[config.mk]
export PLATFORM = sky130hd
export DESIGN_NAME = lzwr_ctrl
export DESIGN_NICKNAME = d
export VERILOG_FILES = /design/src/sv/lzwr_pkg.sv /design/src/sv/lzwr_ctrl.sv
export SDC_FILE = /design/constraint.sdc
export NUM_CORES = 1
export LEC_CHECK = 0
export BUFFER_PORTS_ARGS = -buffer_cell sky130_fd_sc_hd__buf_4
export CORE_UTILIZATION = 48
export DETAILED_ROUTE_END_ITERATION = 10
export GPL_TIMING_DRIVEN = 0
export PLACE_DENSITY_LB_ADDON = 0.05
export SLEW_MARGIN = 10
export SYNTH_ARGS = -nofsm -noshare
export SYNTH_HDL_FRONTEND = slang
export SYNTH_SLANG_ARGS = --single-unit
export TNS_END_PERCENT = 100
[constraint.sdc]
create_clock -name clk_i -period 2.43 [get_ports clk_i]
set_clock_uncertainty 0.05 [all_clocks]
set_input_delay 0.486 -clock clk_i [delete_from_list [all_inputs] [get_ports clk_i]]
set_output_delay 0.486 -clock clk_i [all_outputs]
set_load 0.005 [all_outputs]
[src/sv/lzwr_pkg.sv]
// Types, constants and commands of the LZW and run-length stream decoder.
`default_nettype none
package lzwr_pkg;
  localparam int unsigned MAX_CODE_BITS   = 12;
  localparam int unsigned START_CODE_BITS = 9;
  localparam int unsigned STACK_DEPTH     = 4096;
  localparam int unsigned TABLE_SIZE      = 1 << MAX_CODE_BITS;
  localparam int unsigned CODE_W          = MAX_CODE_BITS;
  localparam int unsigned NFC_W           = CODE_W + 1;
  localparam int unsigned SA_W            = $clog2(STACK_DEPTH);
  localparam int unsigned SP_W            = SA_W + 1;
  localparam int unsigned CW_W            = 5;
  localparam int unsigned FILL_W          = 5;
  localparam int unsigned BO_W            = 8;
  localparam int unsigned BI_W            = $clog2(MAX_CODE_BITS);
  localparam int unsigned BUF_W           = 8 * MAX_CODE_BITS;
  localparam int unsigned CLEAR_CODE      = 256;
  localparam int unsigned FIRST_FREE      = 257;
  localparam logic [7:0]  MARKER_RESET    = 8'd144;

  typedef enum logic [1:0] {
    ACT_BYTE  = 2'd0,
    ACT_END   = 2'd1,
    ACT_DRAIN = 2'd2,
    ACT_NONE  = 2'd3
  } action_e;

  typedef enum logic [1:0] {
    ST_DATA       = 2'd0,
    ST_BAD_HEADER = 2'd1,
    ST_END        = 2'd2,
    ST_REFUSED    = 2'd3
  } status_e;

  typedef enum logic [2:0] {
    PH_HEADER = 3'd0,
    PH_FILL   = 3'd1,
    PH_GROUP  = 3'd2,
    PH_TAIL   = 3'd3,
    PH_DONE   = 3'd4,
    PH_DEAD   = 3'd5
  } phase_e;

  typedef enum logic [3:0] {
    CMD_NONE,
    CMD_LATCH,
    CMD_EXEC,
    CMD_RL,
    CMD_POP_RD,
    CMD_POP_DONE,
    CMD_DEC0,
    CMD_WALK_RD,
    CMD_WALK_PUSH,
    CMD_FC_RD,
    CMD_FC_DONE,
    CMD_DEC_END,
    CMD_EMIT_END
  } cmd_e;

  typedef struct packed {
    logic exec_emit;
    logic is_drain;
    logic rl_nz;
    logic sp_nz;
    logic busy;
    logic done;
    logic dec_walk;
    logic walk_more;
    logic pop_emit;
    logic out_free;
  } dp_status_t;
endpackage
`default_nettype wire

[src/sv/lzwr_ctrl.sv]
// Sequencing state machine of the decoder.
`default_nettype none
module lzwr_ctrl (
  input  logic                clk_i,
  input  logic                rst_ni,
  input  logic                in_valid_i,
  output logic                in_ready_o,
  input  lzwr_pkg::dp_status_t st_i,
  output lzwr_pkg::cmd_e      cmd_o
);
  typedef enum logic [9:0] {
    S_IDLE   = 10'b0000000001,
    S_EXEC   = 10'b0000000010,
    S_DRAIN  = 10'b0000000100,
    S_POP    = 10'b0000001000,
    S_WALK   = 10'b0000010000,
    S_WPUSH  = 10'b0000100000,
    S_FC     = 10'b0001000000,
    S_DECEND = 10'b0010000000,
    S_SPARE0 = 10'b0100000000,
    S_SPARE1 = 10'b1000000000
  } state_e;

  state_e state_q, state_d;

  assign in_ready_o = (state_q == S_IDLE);

  always_comb begin
    state_d = state_q;
    cmd_o   = lzwr_pkg::CMD_NONE;
    case (state_q)
      S_IDLE: begin
        if (in_valid_i) begin
          cmd_o   = lzwr_pkg::CMD_LATCH;
          state_d = S_EXEC;
        end
      end
      S_EXEC: begin
        if (st_i.is_drain) begin
          state_d = S_DRAIN;
        end else if (!st_i.exec_emit || st_i.out_free) begin
          cmd_o   = lzwr_pkg::CMD_EXEC;
          state_d = S_IDLE;
        end
      end
      S_DRAIN: begin
        if (st_i.rl_nz) begin
          if (st_i.out_free) begin
            cmd_o   = lzwr_pkg::CMD_RL;
            state_d = S_IDLE;
          end
        end else if (st_i.sp_nz) begin
          cmd_o   = lzwr_pkg::CMD_POP_RD;
          state_d = S_POP;
        end else if (st_i.busy) begin
          cmd_o   = lzwr_pkg::CMD_DEC0;
          state_d = st_i.dec_walk ? S_WALK : S_DECEND;
        end else if (st_i.done) begin
          if (st_i.out_free) begin
            cmd_o   = lzwr_pkg::CMD_EMIT_END;
            state_d = S_IDLE;
          end
        end else begin
          state_d = S_IDLE;
        end
      end
      S_POP: begin
        if (st_i.out_free) begin
          cmd_o   = lzwr_pkg::CMD_POP_DONE;
          state_d = st_i.pop_emit ? S_IDLE : S_DRAIN;
        end
      end
      S_WALK: begin
        if (st_i.walk_more) begin
          cmd_o   = lzwr_pkg::CMD_WALK_RD;
          state_d = S_WPUSH;
        end else begin
          cmd_o   = lzwr_pkg::CMD_FC_RD;
          state_d = S_FC;
        end
      end
      S_WPUSH: begin
        cmd_o   = lzwr_pkg::CMD_WALK_PUSH;
        state_d = S_WALK;
      end
      S_FC: begin
        cmd_o   = lzwr_pkg::CMD_FC_DONE;
        state_d = S_DECEND;
      end
      S_DECEND: begin
        cmd_o   = lzwr_pkg::CMD_DEC_END;
        state_d = S_DRAIN;
      end
      default: begin
        state_d = S_IDLE;
      end
    endcase
  end

  always_ff @(posedge clk_i or negedge rst_ni) begin
    if (!rst_ni) begin
      state_q <= S_IDLE;
    end else begin
      state_q <= state_d;
    end
  end
endmodule
`default_nettype wire

== Word-level counts from Yosys, hierarchy flattened ==
Cells that the tools add are included.
Widths: inputs -> output; s select.
Word-level totals
  input bits: 13
  logic and storage cells: 40
  register bits after elaboration: 10
  output and inout bits: 5
Cells by class
  reduce and logical (&&, ||, !) cells: 3
  eq/ne operators: 11
  muxes and demuxes: 25
Operators with widths (number)
  $mux 10: 9
  $pmux 10 s8: 1
  $pmux 4 s8: 1
  $mux 4: 6
  $eq 10x1->1 const B: 1
  $eq 10x2->1 const B: 1
  $eq 10x3->1 const B: 1
  $eq 10x4->1 const B: 1
  $eq 10x5->1 const B: 1
  $eq 10x6->1 const B: 1
  $eq 10x7->1 const B: 1
  $eq 10x8->1 const B: 1
  $mux 8: 1
  $mux 7: 1
  $mux 2: 3
  $mux 3: 2
  $ne 2x2->1 const B: 2
  $ne 3x3->1 const B: 1
  $reduce_and 3->1: 1
  $logic_not 1->1: 1
  $logic_or 1x1->1: 1
  $mux 1: 1

== Logic depth before layout (Yosys ltp) ==
Gate-level depths: netlist of the first run.
  depth after elaboration: 6
  mapped depth: 6
  depth with buffers taken out: 5

== Worst setup path after synthesis of the first run ==
Ideal clock, no wire load.
  path kind: reg-to-output
  start point: register state_q[5]
  end point: output cmd_o[2]
  buffers on the path: 1
  data arrival time: 1.907 ns
  data required time: 1.894 ns
  cell stages (with the launch flop): 7
  setup slack: -0.013 ns
  path through: dfrtp_1 -> buf_6 -> or4_4 -> or4_4 -> nor2_4 -> a21boi_1 -> o211ai_2
On the way
  longest elaborated chain between the ends: 2
  elaborated cells on any way between the ends: 9
  those cells by class: 8 x eq/ne; 1 x mux
RTL lines
  from (decl): RTL line lzwr_ctrl.sv:24  | state_e state_q, state_d;
  from (signal assigned): RTL line lzwr_ctrl.sv:104  | state_q <= state_d;
  $eq 10x8->1 (tied with other cells): RTL line lzwr_ctrl.sv:31  | case (state_q)
  $pmux 4 s8 *: RTL line lzwr_ctrl.sv:31
  to (decl): RTL line lzwr_ctrl.sv:9  | output lzwr_pkg::cmd_e cmd_o
Mark *: on every way between the ends. The rest lies on a longest branch, timed or not.

== Worst setup path after layout of the first run ==
  start point: register state_q[6]
  end point: output cmd_o[2]
The elaborated chain is that of the path after synthesis.

==> out/qor.yml, run 1 <==
clk_pin_slew_ns: 0.06
max_cap_viol_count: 0
synthSimpleGateAreaFrac_pct: 34.25
grt_max_degree: 11
routed_wirelength_um: 2088
numCtsBuffers: 3
grt_pass1_vias: 751
cp.arrival_ns: 2.22
vias_per_cell: 5.688
status: "finished, violations left"
synth_seq_area_share_pct: 29.17
syn_to_final_growth_pct: 29.75
cts_max_level: 1
clk_latency_ns: 0.25
hold_path_class: "in2reg"
max-vdd-ir-drop_mv: 0.2774
io_pins: 18
ys_ff_latch: 10
final_common_cell: "buf_4"
drtPass1Iterations: 4
finalCritPeriodShare_pct: 113.5
detailedPlacementHpwl_um: 1554
synthFlopType: "dfrtp_1"
ys_async_sr_fraction_pct: 100.0
worst_slew_margin_rel_pct: 50.69
critPathRequiredTime_ns: 1.89
critPathKind: "reg2out"
cts_root_buf: "clkbuf_4"
wl_per_cell_um: 13.30
synth_edf_count: 0
top_regs: "state_q (10)"
synth_top_family_by_area: "simple AND/OR/NAND/NOR gates"
critPathLaunchType: "register"
synth-xor-area-share_pct: 2.032
synth_area_um2: 862.1
track_usage_pct: 22.39
rsz0062_at_grt: "true"
cts.sinks: 10
violations: "negative setup slack"
synth_warnings: 0
worst_pin_slew_ns: 0.7210
instances_no_fill: 157
start_util_pct: 54.08
max_freq_mhz: 362.6
core_um2: 1594
portBuffers: 17
fin_area_um2: 1119
endpoint_kind: "output port"
grt_antenna_before_repair: 0
fin_util_pct: 70.17
power_density_nw_per_um2: 308.8
final_max_slew_viol_count: 0
final_antenna_net_count: 0
drcViolationCount: 0
tns_ns: -1.152
diodes: 0
layout_common_cells: "buf_4 (24), nor2_1 (9), inv_1 (8)"
cts_tree: "built"
synth_compound_area_share_pct: 26.56
die_y_um: 44.38
leakage_nw: 0.4780
place_area_um2: 1027
die_area_um2: 1970
drive_gt1_share_pct: 34.59
yosysUniqueCellTypes: 45
layout.nets: 147
drtIter0Drc: 27
fill_cells: 141
finalWorstSetupSlack_ns: -0.3275
largest_reg_flops: 10
grt_pass1_wl_um: 3277
place_inst: 149
synthAdderAreaFrac_pct: 0
regMostFlops: "state_q"
grt_overflow_total: 0
vias: 893
crit_fanout: 10
fp.dieW_um: 44.38
syn_avg_cell_area_um2: 8.057
core.rowCount: 14
synthCells: 107
cts.path.max_buffers: 2
finalSetupViolations: 4
fin_crit_ns: 2.758
finalWeightedCongestion: 0.8276
synthMuxAreaShare_pct: 0
hold_viol: 0
## metrics by stage
| stage | power, mW | hold WS, ns | worst slack (ns) |
|---|---|---|---|
| after floorplan | 0.2029 | 0.1404 | 0.02878 |
| final | 0.3454 | 0.3565 | -0.3275 |
| after CTS | 0.3491 | 0.3471 | -0.3949 |
| after detailed placement | 0.2367 | 0.2648 | -0.1858 |
| after global placement | 0.2357 | 0.2618 | -0.2008 |
| after global routing | 0.3684 | 0.3448 | -0.4253 |
## cells by family (layout without fill, tap and decap cells)
family / count (synthesis) / count (layout)
and+or+nand+nor: 48 / 48
DFF: 10 / 10
AOI/OAI and AO/OA: 32 / 32
xor gates and xnor gates: 2 / 2
other: 1 / 2
buffers and inverters: 14 / 39
## Yosys cell counts, types with 2 or more instances
library cell | n | area share, %
o21ai_0 | 6 | 3.5
a32o_1 | 2 | 2.3
or4b_2 | 3 | 3.5
o31ai_1 | 3 | 2.6
o22ai_1 | 2 | 1.5
a21oi_1 | 6 | 3.5
clkbuf_1 | 3 | 1.3
nor2b_1 | 3 | 2.2
inv_1 | 8 | 3.5
dfrtp_1 | 9 | 26
nor3_1 | 5 | 2.9
xnor2_1 | 2 | 2.0
nor4_1 | 3 | 2.2
nor2_1 | 9 | 3.9
nand3_1 | 4 | 2.3
nor3b_1 | 4 | 3.5
nand2_1 | 6 | 2.6
or4_4 | 2 | 2.6
## where the power goes
part	leakage, nW	switching [mW]	internal [mW]	total, mW
clock network	0.0150	0.0442	0.0628	0.107
logic	0.338	0.0333	0.0310	0.0643
registers	0.125	0.00387	0.170	0.174
## cell type report
class / count / area, um^2 / area share [%]
Timing Repair Buffer: 25 / 190.2 / 17.00
Buffer: 2 / 7.507 / 0.6711
Tap cell: 24 / 30.03 / 2.685
Sequential cell: 10 / 256.5 / 22.93
Multi-Input combinational cell: 84 / 578.1 / 51.68
Clock buffer: 4 / 26.28 / 2.349
Inverter: 8 / 30.03 / 2.685
## critical path, cell delays in order (launching register included)
cell and delay (ns):
dfrtp_1 0.49, or4_4 0.49, nor4_1 0.35, nand3_1 0.19, a21boi_2 0.19, o211ai_2 0.14, buf_4 0.13
## worst paths after layout
| check | startpoint | endpoint | slack (ns) | cells past startpoint |
|---|---|---|---|---|
| min | st_i[2] | state_q[6] | 0.36 | 2 |
| max in group asynchronous | rst_ni | state_q[0] | 1.57 | 2 |
| min reg2reg | state_q[2] | state_q[2] | 0.66 | 2 |
| max reg2reg | state_q[6] | state_q[4] | 0.17 | 7 |
| min in group asynchronous | rst_ni | state_q[7] | 0.54 | 2 |
| max | state_q[6] | cmd_o[2] | -0.33 | 6 |
## timing repair
action / 4_1_cts / 5_1_grt
endpoints found under the setup margin: 5 / 6
hold buffers: 1 / 0
pin swaps: 6 / 3
endpoints found under the hold margin: 9 / 0
buffers inserted: 3 / 4
gates resized for setup: 5 / 5
## layer usage
| metal | global-route usage [%] | vias up | routed length, um |
|---|---|---|---|
| met2 | 37.35 | 24 | 1045 |
| met1 | 31.17 | 421 | 982 |
| met5 | 0 | - | 0 |
| li1 | - | 448 | - |
| met3 | 2.449 | 0 | 59 |
| met4 | 5.455 | 0 | 0 |
(Power assumes the default switching activity.)
==> run 2, diff against run 1 <==
--- a/config.mk
+++ b/config.mk
@@ -7,6 +7,7 @@
 export LEC_CHECK = 0
 export BUFFER_PORTS_ARGS = -buffer_cell sky130_fd_sc_hd__buf_4
 export CORE_UTILIZATION = 48
+export CTS_BUF_LIST = sky130_fd_sc_hd__clkbuf_4 sky130_fd_sc_hd__clkbuf_8 sky130_fd_sc_hd__clkbuf_16
 export DETAILED_ROUTE_END_ITERATION = 10
 export GPL_TIMING_DRIVEN = 0
 export PLACE_DENSITY_LB_ADDON = 0.05
==> out/qor.yml, run 2 (synthesized netlist as in run 1, its figures left out) <==
status: "finished, violations left"
violations: "negative setup slack"
reg2reg_depth: 8
crit_fanout: 5
instances_no_fill: 161
critPathRequiredTime_ns: 1.89
drcViolationCount: 0
power_density_nw_per_um2: 309.0
grt_pass1_wl_um: 3215
core_um2: 1594
total_power_uw: 358.0
cts_root_buf: "clkbuf_4"
finalWorstSetupSlack_ns: -0.3252
finalSetupViolations: 4
crit_start: "state_q[4]"
drtIter0Drc: 27
largest_reg_flops: 10
hold_viol: 0
clk_pin_slew_ns: 0.06
r2r_start: "state_q[4]"
worst_slew_margin_rel_pct: 50.66
fp.dieW_um: 44.38
clk_latency_ns: 0.25
regMostFlops: "state_q"
portBuffers: 17
grt_pass1_vias: 744
fin_crit_ns: 2.755
r2r_end: "state_q[4]"
diodes: 0
numCtsBuffers: 3
drtPass1Iterations: 4
critPathKind: "reg2out"
max_cap_viol_count: 0
final_antenna_net_count: 0
drive_gt1_share_pct: 37.96
cts.sinks: 10
max_freq_mhz: 362.9
endpoint_kind: "output port"
die_y_um: 44.38
layout_common_cells: "buf_4 (28), nor2_1 (9), inv_1 (8)"
crit_end: "cmd_o[2]"
critPathLaunchType: "register"
cp.arrival_ns: 2.22
cts_tree: "built"
grt_overflow_total: 0
grt_antenna_before_repair: 0
rsz0062_at_grt: "true"
hold_path_class: "in2reg"
finalWeightedCongestion: 0.8276
routed_wirelength_um: 2226
final_common_cell: "buf_4"
max-vdd-ir-drop_mv: 0.2825
place_inst: 149
timing.reg2reg.setup_slack_ns: 0.06
top_regs: "state_q (10)"
die_area_um2: 1970
vias_per_cell: 5.745
io_pins: 18
worst_pin_slew_ns: 0.7215
layout.nets: 151
finalCritPeriodShare_pct: 113.4
fill_cells: 129
cts_max_level: 1
cts.path.max_buffers: 2
vias: 925
track_usage_pct: 22.00
final_max_slew_viol_count: 0
core.rowCount: 14
start_util_pct: 54.08
detailedPlacementHpwl_um: 1554
wl_per_cell_um: 13.83
syn_to_final_growth_pct: 34.40
leakage_nw: 0.5040
grt_max_degree: 11
-- run 2: cell count changes in the layout (fill, tap and decap cells not counted) --
cell      change
buf_4         +4
clkbuf_1      -1
nor4_2        +1
nor4_1        -1
clkbuf_4      +1
-- run 2: layout make-up --
class	instances	area (um^2)	area share [%]
clock buffer	4	30.03	2.592
tap	24	30.03	2.592
sequential	10	256.5	22.14
multi-input combinational	84	584.3	50.43
timing repair buffer	29	220.2	19.01
inverter	8	30.03	2.592
buffer	2	7.507	0.6479
-- run 2: how the worst min path moves through the flow --
stage / from / endpoint / slack (ns) / cells after the start
3_5_place_dp: rst_ni / state_q[1] / 0.26 / 1
4_1_cts: st_i[2] / state_q[6] / 0.35 / 2
6_report: st_i[2] / state_q[6] / 0.36 / 2
2_1_floorplan: rst_ni / state_q[1] / 0.14 / 0
3_3_place_gp: rst_ni / state_q[1] / 0.26 / 1
5_1_grt: st_i[2] / state_q[6] / 0.34 / 2
-- run 2: repair_timing --
action,CTS,global route
endpoints found under the setup margin,5,5
buffers inserted,2,9
pin swaps,2,1
hold buffers,1,0
endpoints found under the hold margin,9,0
cloned,0,0
resized for setup,8,3
-- run 2: routing by layer --
| layer | vias to the layer above | track usage, % | routed length, um |
|---|---|---|---|
| met5 | - | 0 | 0 |
| met4 | 0 | 5.455 | 0 |
| met3 | 0 | 2.449 | 52 |
| met2 | 21 | 36.18 | 1109 |
| met1 | 446 | 31.07 | 1064 |
| li1 | 458 | - | - |
-- run 2: report_power, final --
part | internal [mW] | switching, mW
combinational | 0.0315 | 0.0340
sequential | 0.170 | 0.00428
clock | 0.0739 | 0.0442
-- run 2: through the flow --
step / setup WS [ns] / TNS, ns / cell area [um^2] / hold WS [ns] / util [%]
2_1_floorplan: 0.02878 / 0 / 869.6 / 0.1404 / -
3_3_place_gp: -0.2008 / -0.5526 / 1027 / 0.2618 / 64.44
3_5_place_dp: -0.1858 / -0.5718 / 1027 / 0.2648 / 64.44
4_1_cts: -0.3623 / -1.370 / 1092 / 0.3482 / 68.52
5_1_grt: -0.4316 / -1.528 / 1159 / 0.3447 / 72.68
6_report: -0.3252 / -1.148 / 1159 / 0.3555 / 72.68
-- run 2: critical path, cell delays in order (launching register included) --
cell and delay (ns):
dfrtp_2 0.43, or4_4 0.55, buf_4 0.16, nor4_2 0.21, nand3_1 0.17, a21boi_2 0.18
o211ai_2 0.13, buf_4 0.13
